`config.mk`:
```
export PLATFORM = sky130hd
export DESIGN_NAME = gpio_port_bank_masked_ops
export DESIGN_NICKNAME = d
export VERILOG_FILES = /design/src/hdl/gpb_pkg.sv /design/src/hdl/gpb_ram.sv /design/src/hdl/gpb_exec.sv /design/src/hdl/gpio_port_bank_masked_ops.sv
export SDC_FILE = /design/constraint.sdc
export NUM_CORES = 1
export LEC_CHECK = 0
export BUFFER_PORTS_ARGS = -buffer_cell sky130_fd_sc_hd__buf_2
export CAP_MARGIN = 15
export CORE_MARGIN = 2
export CORE_UTILIZATION = 53
export CTS_CLUSTER_DIAMETER = 60
export DETAILED_ROUTE_END_ITERATION = 16
export GPL_ROUTABILITY_DRIVEN = 0
export PLACE_DENSITY = 0.78
export SETUP_SLACK_MARGIN = 0.4
export SYNTH_ARGS = -nofsm -noshare
export SYNTH_HDL_FRONTEND = slang
export SYNTH_SLANG_ARGS = --single-unit
```
`constraint.sdc`:
```
create_clock -name clk -period 13.8 [get_ports clk]
set_input_delay 3.45 -clock clk [delete_from_list [all_inputs] [get_ports clk]]
set_output_delay 3.45 -clock clk [all_outputs]
set_load 0.05 [all_outputs]
```
`src/hdl/gpb_pkg.sv`:
```
// ----------------------------------------------------------------------------
// gpb_pkg - shared types and constants of the GPIO port bank
// Port count, pin width, command bit positions, register indexes and the
// request, response and per-port state records.
// ----------------------------------------------------------------------------
package gpb_pkg;

  localparam int NUM_PORTS     = 10;  // 1..12
  localparam int PINS_PER_PORT = 16;  // 1..16
  localparam int PORT_AW       = (NUM_PORTS > 1) ? $clog2(NUM_PORTS) : 1;

  localparam logic [15:0] PIN_ALL = 16'((17'd1 << PINS_PER_PORT) - 17'd1);

  // command bit positions
  localparam int CMD_IN     = 0;
  localparam int CMD_OUT    = 1;
  localparam int CMD_OD     = 2;
  localparam int CMD_STORE  = 3;
  localparam int CMD_SET    = 4;
  localparam int CMD_CLEAR  = 5;
  localparam int CMD_INVERT = 6;
  localparam int CMD_POLL   = 7;

  // configuration register indexes
  localparam logic [1:0] CFG_PE_0_3  = 2'd0;
  localparam logic [1:0] CFG_PE_4_7  = 2'd1;
  localparam logic [1:0] CFG_PE_8_11 = 2'd2;
  localparam int         CFG_NUM     = 3;

  localparam logic STATUS_DONE = 1'b0;
  localparam logic STATUS_OOR  = 1'b1;

  typedef struct packed {
    logic [3:0]  port_index;
    logic [7:0]  command_bits;
    logic [15:0] pin_mask;
    logic [15:0] pin_levels;
  } gpb_req_t;

  typedef struct packed {
    logic        status;
    logic [15:0] read_value;
    logic [15:0] direction_now;
    logic [15:0] latch_now;
    logic [15:0] open_drain_now;
  } gpb_rsp_t;

  typedef struct packed {
    logic [15:0] dir;
    logic [15:0] lat;
    logic [15:0] od;
  } gpb_state_t;

  localparam int STATE_W = $bits(gpb_state_t);

  localparam gpb_state_t STATE_RESET = '{dir: PIN_ALL, lat: 16'h0000, od: 16'h0000};

endpackage

```
`src/hdl/gpb_ram.sv`:
```
// ----------------------------------------------------------------------------
// gpb_ram - generic single-write, single-read synchronous RAM
// One write port, one read port, read data registered.
// ----------------------------------------------------------------------------
module gpb_ram #(
  parameter int WIDTH = 8,
  parameter int DEPTH = 4
) (
  input  logic                                    clk,
  input  logic                                    we,
  input  logic [((DEPTH > 1) ? $clog2(DEPTH) : 1)-1:0] waddr,
  input  logic [WIDTH-1:0]                        wdata,
  input  logic                                    re,
  input  logic [((DEPTH > 1) ? $clog2(DEPTH) : 1)-1:0] raddr,
  output logic [WIDTH-1:0]                        rdata
);

  logic [WIDTH-1:0] mem [DEPTH];

  always_ff @(posedge clk) begin
    if (we) begin
      mem[waddr] <= wdata;
    end
    if (re) begin
      rdata <= mem[raddr];
    end
  end

endmodule

```
`src/hdl/gpb_exec.sv`:
```
// ----------------------------------------------------------------------------
// gpb_exec - masked command update of one port
// Applies in, out/open-drain, store, set, clear, invert and poll in order.
// ----------------------------------------------------------------------------
module gpb_exec
  import gpb_pkg::*;
(
  input  logic [7:0]  cmd,
  input  logic [15:0] arg,
  input  logic [15:0] levels,
  input  logic [15:0] conf,
  input  gpb_state_t  cur,
  output gpb_state_t  nxt,
  output logic [15:0] read_value
);

  logic [15:0] conf_m;
  logic [15:0] mask;
  logic [15:0] dir;
  logic [15:0] lat;
  logic [15:0] od;

  assign conf_m = conf & PIN_ALL;
  assign mask   = arg & conf_m;

  always_comb begin
    dir = cur.dir;
    lat = cur.lat;
    od  = cur.od;
    if (cmd[CMD_IN]) begin
      dir = dir | mask;
    end
    if (cmd[CMD_OUT] || cmd[CMD_OD]) begin
      // output wins over open-drain
      if (cmd[CMD_OUT]) begin
        od = od & ~mask;
      end else begin
        od = od | mask;
      end
      dir = dir & ~mask;
    end
    if (cmd[CMD_STORE]) begin
      lat = (lat & ~conf_m) | mask;
    end
    if (cmd[CMD_SET]) begin
      lat = lat | mask;
    end
    if (cmd[CMD_CLEAR]) begin
      lat = lat & ~mask;
    end
    if (cmd[CMD_INVERT]) begin
      lat = lat ^ mask;
    end
    nxt.dir = dir & PIN_ALL;
    nxt.lat = lat & PIN_ALL;
    nxt.od  = od & PIN_ALL;
  end

  assign read_value = cmd[CMD_POLL]
                    ? (((levels & PIN_ALL & nxt.dir) | (nxt.lat & ~nxt.dir)) & conf_m)
                    : 16'h0000;

endmodule

```
`src/hdl/gpio_port_bank_masked_ops.sv`:
```
// ----------------------------------------------------------------------------
// gpio_port_bank_masked_ops - bank of GPIO ports with masked commands
// Per-port direction, output latch and open-drain bits held in one RAM,
// updated by read-modify-write for each request.
// ----------------------------------------------------------------------------
// Usage:
//  - in_*: one request per handshake (valid high, stall low at the edge):
//    port, command bits, pin mask and sampled pin levels.
//  - out_*: one response per request, in order: status, poll value and the
//    port's direction, latch and open-drain bits after the update.
//  - cfg_*: write-only; index 0..2 selects the configured-pin mask word
//    (16 bits per port, four ports per word). Other indexes are ignored.
//  - Throughput: one request per cycle while responses are not stalled; the
//    RAM read happens at acceptance, the update and write-back when the
//    update stage hands on its response, and a back-to-back request to the
//    same port takes the written-back state from a forwarding register.
//  - Reset (rst_n low, synchronous) empties the pipeline, clears the masks
//    and marks every RAM entry as never written, so it reads as reset state
//    (all pins input, latches and open-drain clear). No clearing pass.
//  - A stalled response holds in the output register; one further request is
//    taken and waits in the update stage, then in_stall rises.
//  - An out-of-range port leaves state alone and returns status 1, zeros.
// ----------------------------------------------------------------------------
module gpio_port_bank_masked_ops
  import gpb_pkg::*;
(
  input  logic        clk,
  input  logic        rst_n,
  input  logic        in_valid,
  output logic        in_stall,
  input  gpb_req_t    in_data,
  output logic        out_valid,
  input  logic        out_stall,
  output gpb_rsp_t    out_data,
  input  logic        cfg_we,
  input  logic [1:0]  cfg_index,
  input  logic [63:0] cfg_wdata
);

  // configured-pin mask words
  logic [63:0] pe_r [CFG_NUM];

  // update stage
  logic             ex_busy_r;
  gpb_req_t         ex_req_r;
  logic             ex_oor_r;
  logic             ex_fwd_r;      // take state from forwarding register
  logic             ex_ent_vld_r;  // RAM entry written since reset
  gpb_state_t       fwd_state_r;

  // per-entry written flags
  logic [NUM_PORTS-1:0] ent_vld_r;

  // output register
  logic             out_valid_r;
  gpb_rsp_t         out_data_r;

  logic             in_acc;
  logic             ex_done;
  logic             in_range;
  logic [PORT_AW-1:0] in_addr;
  logic [PORT_AW-1:0] ex_addr;
  logic             fwd_hit;
  logic             in_ent_vld;
  logic [STATE_W-1:0] ram_rdata;
  gpb_state_t       cur_state;
  gpb_state_t       new_state;
  logic [15:0]      rd_value;
  logic [15:0]      conf;
  logic [1:0]       conf_word;
  logic [1:0]       conf_sel;
  logic [63:0]      conf_src;
  gpb_rsp_t         rsp;

  // handshakes: update stage frees when the output register can take it
  assign ex_done  = ex_busy_r && (!out_valid_r || !out_stall);
  assign in_stall = ex_busy_r && !ex_done;
  assign in_acc   = in_valid && !in_stall;

  assign in_range = 32'(in_data.port_index) < NUM_PORTS;
  assign in_addr  = PORT_AW'(in_data.port_index);
  assign ex_addr  = PORT_AW'(ex_req_r.port_index);

  // same port written back at this edge: RAM would return stale data
  assign fwd_hit    = ex_done && !ex_oor_r && (ex_req_r.port_index == in_data.port_index);
  assign in_ent_vld = in_range ? ent_vld_r[in_addr] : 1'b0;

  gpb_ram #(
    .WIDTH (STATE_W),
    .DEPTH (NUM_PORTS)
  ) u_state_ram (
    .clk   (clk),
    .we    (ex_done && !ex_oor_r),
    .waddr (ex_addr),
    .wdata (new_state),
    .re    (in_acc && in_range),
    .raddr (in_addr),
    .rdata (ram_rdata)
  );

  always_comb begin
    if (ex_fwd_r) begin
      cur_state = fwd_state_r;
    end else if (ex_ent_vld_r) begin
      cur_state = gpb_state_t'(ram_rdata);
    end else begin
      cur_state = STATE_RESET;
    end
  end

  // configured-pin mask of the port in the update stage
  assign conf_word = ex_req_r.port_index[3:2];
  assign conf_sel  = ex_req_r.port_index[1:0];
  assign conf_src  = (32'(conf_word) < CFG_NUM) ? pe_r[conf_word] : 64'h0;
  assign conf      = conf_src[16*conf_sel +: 16];

  gpb_exec u_exec (
    .cmd        (ex_req_r.command_bits),
    .arg        (ex_req_r.pin_mask),
    .levels     (ex_req_r.pin_levels),
    .conf       (conf),
    .cur        (cur_state),
    .nxt        (new_state),
    .read_value (rd_value)
  );

  always_comb begin
    if (ex_oor_r) begin
      rsp = '0;
      rsp.status = STATUS_OOR;
    end else begin
      rsp.status         = STATUS_DONE;
      rsp.read_value     = rd_value;
      rsp.direction_now  = new_state.dir;
      rsp.latch_now      = new_state.lat;
      rsp.open_drain_now = new_state.od;
    end
  end

  // control
  always_ff @(posedge clk) begin
    if (!rst_n) begin
      ex_busy_r   <= 1'b0;
      out_valid_r <= 1'b0;
      ent_vld_r   <= '0;
      for (int i = 0; i < CFG_NUM; i++) begin
        pe_r[i] <= 64'h0;
      end
    end else begin
      if (in_acc) begin
        ex_busy_r <= 1'b1;
      end else if (ex_done) begin
        ex_busy_r <= 1'b0;
      end
      if (ex_done) begin
        out_valid_r <= 1'b1;
      end else if (!out_stall) begin
        out_valid_r <= 1'b0;
      end
      if (ex_done && !ex_oor_r) begin
        ent_vld_r[ex_addr] <= 1'b1;
      end
      if (cfg_we) begin
        case (cfg_index)
          CFG_PE_0_3:  pe_r[0] <= cfg_wdata;
          CFG_PE_4_7:  pe_r[1] <= cfg_wdata;
          CFG_PE_8_11: pe_r[2] <= cfg_wdata;
          default: ;
        endcase
      end
    end
  end

  // payload
  always_ff @(posedge clk) begin
    if (in_acc) begin
      ex_req_r     <= in_data;
      ex_oor_r     <= !in_range;
      ex_fwd_r     <= fwd_hit;
      ex_ent_vld_r <= in_ent_vld;
      fwd_state_r  <= new_state;
    end
    if (ex_done) begin
      out_data_r <= rsp;
    end
  end

  assign out_valid = out_valid_r;
  assign out_data  = out_data_r;

endmodule

```
* Word level (Yosys, flattened, before mapping)
Memories as Yosys holds them, arrays and structs flattened. A register that Yosys moved wholly into a read port is not among the register bits. Index checks and enable logic that the tools add are counted.
Operators by class: magnitude comparators 5, eq/ne operators 4, shift operators 1, multiplexer cells 40, bitwise operators 22, reductions and logical operators 18
Operators with widths (number):
- 64-bit 2-to-1 mux | 4
- 16-bit 2-to-1 mux | 9
- 16-bit AND | 8
- 48-bit 2-to-1 mux | 2
- 16-bit bitwise OR | 5
- 65-bit 2-to-1 mux | 1
- 64-bit by 7-bit variable part select with 16-bit output | 1
- 16-bit NOT | 3
- 1-bit 2-to-1 mux | 21
- 16-bit bitwise XOR | 1
- 4-bit by 5-bit less-than comparator with 1-bit output (second input constant) | 2
- 10-bit bitwise OR | 1
- 1-bit logical AND | 7
- 1-bit logical NOT | 6
- 1-bit binary-select mux with 4-bit select | 1
- 1-bit demux with 4-bit select | 1
- 4-bit equality test | 1
- 4-bit by 1-bit >= comparator with 1-bit output (second input constant) | 1
- 4-bit less-than comparator (second input constant) | 1
- 1-bit bitwise OR | 3
- 2-bit by 1-bit equality test with 1-bit output (second input constant) | 1
- 2-bit equality test (second input constant) | 1
- 2-bit logical NOT | 1
- 1-bit logical OR | 2
- other kinds (6) | 6
Word-level totals: register bits 172, RAM bits 672, bits of input ports 115, output and inout bits 67, memories kept 2
Memories:
- u_state_ram.mem | words 10, width 48, rd ports 1, clocked after memory_dff 1, wr ports 1, RTL line gpb_ram.sv:18 | logic [WIDTH-1:0] mem [DEPTH];
- pe_r | words 3, width 64, rd ports 1, clocked after memory_dff 1, wr ports 3, RTL line gpio_port_bank_masked_ops.sv:41 | logic [63:0] pe_r [CFG_NUM];

* Depth between registers and ports, before layout
word-level depth 18, mapped depth 10, depth with buffers taken out 6

* By module
A second synthesis with hierarchy kept.
Second synthesis, totals: cells, all modules 2206, area, all modules 36129.7 sq um
By module, submodules not included:
- gpb_ram | times used 1, cells each 1038, area an instance 20191.9 sq um
- gpio_port_bank_masked_ops | times used 1, cells each 910, area an instance 14347.5 sq um
- gpb_exec | times used 1, cells each 258, area an instance 1590.3 sq um

* Worst setup path before layout
No wires, ideal clock.
path type input -> register, start input port out_stall, end memory u_state_ram.mem[0][0] (netlist bit), enable pin, arrival 12694 ps, path slack 591 ps, stages on the path 4, buffers on the path 0, cells stage by stage a21boi_0 nand2b_1 or3_1 nor3_1
Between the ends: cells in the longest elaborated chain, start to end 6
RTL lines:
- from (decl) | RTL line gpio_port_bank_masked_ops.sv:33 | input logic out_stall,
- 1-bit logical NOT
- 1-bit logical OR | RTL line gpio_port_bank_masked_ops.sv:76 | assign ex_done = ex_busy_r && (!out_valid_r || !out_stall);
- 1-bit logical AND | RTL line gpio_port_bank_masked_ops.sv:76
- 1-bit logical AND | RTL line gpio_port_bank_masked_ops.sv:93 | .we (ex_done && !ex_oor_r),
- 1-bit 2-to-1 mux | RTL line gpb_ram.sv:21 | if (we) begin
- 1-bit 2-to-1 mux (not written as such) | RTL line gpb_ram.sv:22 | mem[waddr] <= wdata;
- to (decl) | RTL line gpb_ram.sv:18
No other way between the ends.

* Worst setup path in the final report
start input port out_stall, end output port in_stall
Between the ends: cells in the longest elaborated chain, start to end 5
RTL lines:
- 1-bit logical NOT
- 1-bit logical OR | RTL line gpio_port_bank_masked_ops.sv:76
- 1-bit logical AND | RTL line gpio_port_bank_masked_ops.sv:76
- 1-bit logical NOT | RTL line gpio_port_bank_masked_ops.sv:77 | assign in_stall = ex_busy_r && !ex_done;
- 1-bit logical AND | RTL line gpio_port_bank_masked_ops.sv:77
- to (decl) | RTL line gpio_port_bank_masked_ops.sv:30 | output logic in_stall,
No other way between the ends.

==> flow_summary.json <==
{
  "antenna_cells": 0,
  "synth_area_leaders": "edfxtp_1 74%, mux4_2 6.6%, mux2i_1 3.9%",
  "yosysUniqueCellTypes": 75,
  "power_leakage_uw": 0.01388,
  "grt_use_total_pct": 25.71,
  "routed_wl_um": 89730,
  "wl_met1_um": 32730,
  "mostFrequentLayoutCells": "880 x edfxtp_1, 177 x buf_2, 138 x mux2i_1",
  "pwr-share-seq_pct": 52.7,
  "critPathKind": "input port to primary output",
  "clkSinkCount": 894,
  "ys.warnings.count": 0,
  "status": "completed",
  "vdd_drop_max_uv": 90.69,
  "hpwl_um": 51940,
  "power_switching_uw": 1404,
  "syn_area_per_cell_um2": 17.65,
  "fmax_mhz": 132.9,
  "pwr-share-clk_pct": 38.7,
  "setup_viol": 0,
  "cts_tree": "built",
  "p_per_area_mw_per_mm2": 149.4,
  "grt_setup_unrepaired": "no",
  "multi_input_area_mm2": 0.008404,
  "period_share_pct": 54.53,
  "synth_edf_count": 880,
  "cts_setup_buffers": 0,
  "finalSetupTns_ps": 0,
  "die_h_um": 263.4,
  "yosysTopAreaCellShare_pct": 74.08,
  "start_util_pct": 53.30,
  "cts_buffers": 87,
  "finish.utilization_pct": 60.35,
  "hold_class": "flip-flop to flip-flop",
  "grt_pass1_vias": 20360,
  "drt_pre_antenna_iters": 6,
  "worst_pin_slew_ps": 1191,
  "final_nets": 2325,
  "crit_path_max_incr_delay_ps": 280,
  "final_common_cell": "edfxtp_1",
  "cts_root_buf": "clkbuf_16",
  "switching_share_pct": 23.26,
  "die_w_um": 263.4,
  "yosysSeqAreaShare_pct": 74.87,
  "cts_hold_buf": 0,
  "wl_met3_um": 10280,
  "cpMostUsedCell": "buf_2",
  "grt_pass1_wl_um": 130800,
  "startpoint_type": "input port",
  "dr.first_iter.drc_count": 3179,
  "critical_path.max_fanout": 3,
  "syn_nets": 2136,
  "row_count": 95,
  "max_cap_viol_count": 0,
  "crit_required_ps": 10350,
  "path_cells": "buf_2 > and3_1 > buf_2",
  "cts.clk_slew.worst_paths_ps": 60,
  "slew_viol_final": 0,
  "ios": 182,
  "wire_per_inst_um": 28.43,
  "drc": 0,
  "via_per_inst": 6.504,
  "numPortBuffers": 181,
  "cts-resized-gates": 0,
  "synth_ff_type": "edfxtp_1",
  "synth_cells": 2021,
  "p_comb_share_pct": 8.5,
  "top_layer": "met4",
  "htreeDepth": 3,
  "drive_above_1_share_pct": 20.94,
  "syn_area_mm2": 0.03567,
  "routed-wl-met2_um": 42680,
  "endpoint_kind": "primary output",
  "async_flop_share_pct": 0,
  "maxSlewHeadroom_pct": 20.27,
  "syn_to_final_growth_pct": 13.22,
  "critical_path.slowest_cell": "buf_2",
  "ff_latch_area_mm2": 0.02671,
  "arrival_ps": 4080,
  "die_area_mm2": 0.06939,
  "synth-seq-cells": 894,
  "clk_latency_ps": 650,
  "core_mm2": 0.06692,
  "antenna_found_initial": 2,
  "postRouteAntennaNets": 0,
  "fin_crit_ps": 7525,
  "fill_cells": 4689,
  "hold_violations": 0,
  "grt_max_degree": 80,
  "fin_worst_skew_ps": 34.84,
  "power.internal_uw": 4631,
  "cts_buffer_depth": 3,
  "via_count": 20530,
  "synth_largest_area_cell": "edfxtp_1",
  "overflow": 0
}
routing by layer:
| layer | global-route usage [%] | vias to the layer above |
|---|---|---|
| met5 | 0 | - |
| met4 | 11.46 | 0 |
| met3 | 5.715 | 270 |
| met2 | 40.84 | 1422 |
| met1 | 34.38 | 10350 |
| li1 | - | 8481 |
registers in the layout, summed over array words and instances (netlist names), named ones only:
name	cells
pe_r	192
ex_fwd_r	1
u_state_ram.rdata	48
out_valid	1
ent_vld_r	10
ex_busy_r	1
fwd_state_r	48
ex_oor_r	1
u_state_ram.mem	480
ex_ent_vld_r	1
out_data	65
ex_req_r	40
ex_addr	4
synthesized netlist by cell type (all sizes together) (6+ instances only):
master,n
edfxtp,880
mux2i,138
mux4,104
a21oi,94
clkbuf,83
and2,79
nor2,70
nor2b,63
a211oi,56
nand2,47
inv,46
a22oi,37
o21ai,36
buf,34
a31oi,18
o21a,15
dfxtp,14
o22ai,14
nand3,12
a2111oi,11
a21o,10
a222oi,9
and3,9
nand2b,9
or2,9
a22o,8
o22a,8
o311ai,8
a21boi,7
a41oi,7
and3b,7
o211ai,7
a32oi,6
nand3b,6
nor3,6
o211a,6
through the flow:
step | hold slack, ps | std cells | cell area (um^2) | power, uW | worst slack (ps)
4_1_cts | 462.3 | 3156 | 40390 | 6041 | 6286
6_report | 461.6 | 3156 | 40390 | 6035 | 6275
5_1_grt | 483.4 | 3156 | 40390 | 6189 | 6258
3_3_place_gp | 441.9 | 2994 | 37570 | 3713 | 6318
2_1_floorplan | 435.4 | 2021 | 35670 | 3548 | 590.7
3_5_place_dp | 447.6 | 2994 | 37570 | 3737 | 6288
path summary, 6_finish.rpt:
| path | from | cells past startpoint | endpoint | slack, ps |
|---|---|---|---|---|
| worst max-delay path | out_stall | 3 | in_stall | 6270 |
| worst max register to register | ex_addr[0]$_DFFE_PP_ | 7 | out_data[62]$_SDFFCE_PP0P_ | 9790 |
| worst min register to register | ent_vld_r[2]$_SDFFE_PN0P_ | 1 | ent_vld_r[2]$_SDFFE_PN0P_ | 460 |
| worst min-delay path | ent_vld_r[2]$_SDFFE_PN0P_ | 1 | ent_vld_r[2]$_SDFFE_PN0P_ | 460 |
cell families (layout without fill, tap and decap cells):
kind of cell              after synthesis  count (layout)  synth area share, %
DFF                                   894             894                74.87
AOI/OAI and AO/OA                     383             383                7.485
and+or+nand+nor                       332             332                5.079
muxes                                 244             244                10.50
buffers and inverters                 163             425                1.943
xor gates and xnor gates                5               5               0.1228
cell type report:
class	instances	area share, %
clock inverter	57	1.149
clock buffer	105	5.821
inverter	46	0.4337
timing repair buffer	217	2.956
multi-input combinational	964	20.81
tap	873	2.705
sequential	894	66.13
worst max-delay path: cells and delay by family:
family | cells | cell delay, ps
simple gates | 1 | 210
buf+inv | 2 | 410
power by group through the flow:
stage | registers [uW] | logic, uW | clock network [uW]
4_1_cts | 3180 | 506 | 2350
5_1_grt | 3190 | 543 | 2460
2_1_floorplan | 3260 | 284 | 0
3_3_place_gp | 3230 | 481 | 0
6_report | 3180 | 515 | 2340
3_5_place_dp | 3240 | 500 | 0
Power figures use the tool's default switching activity.
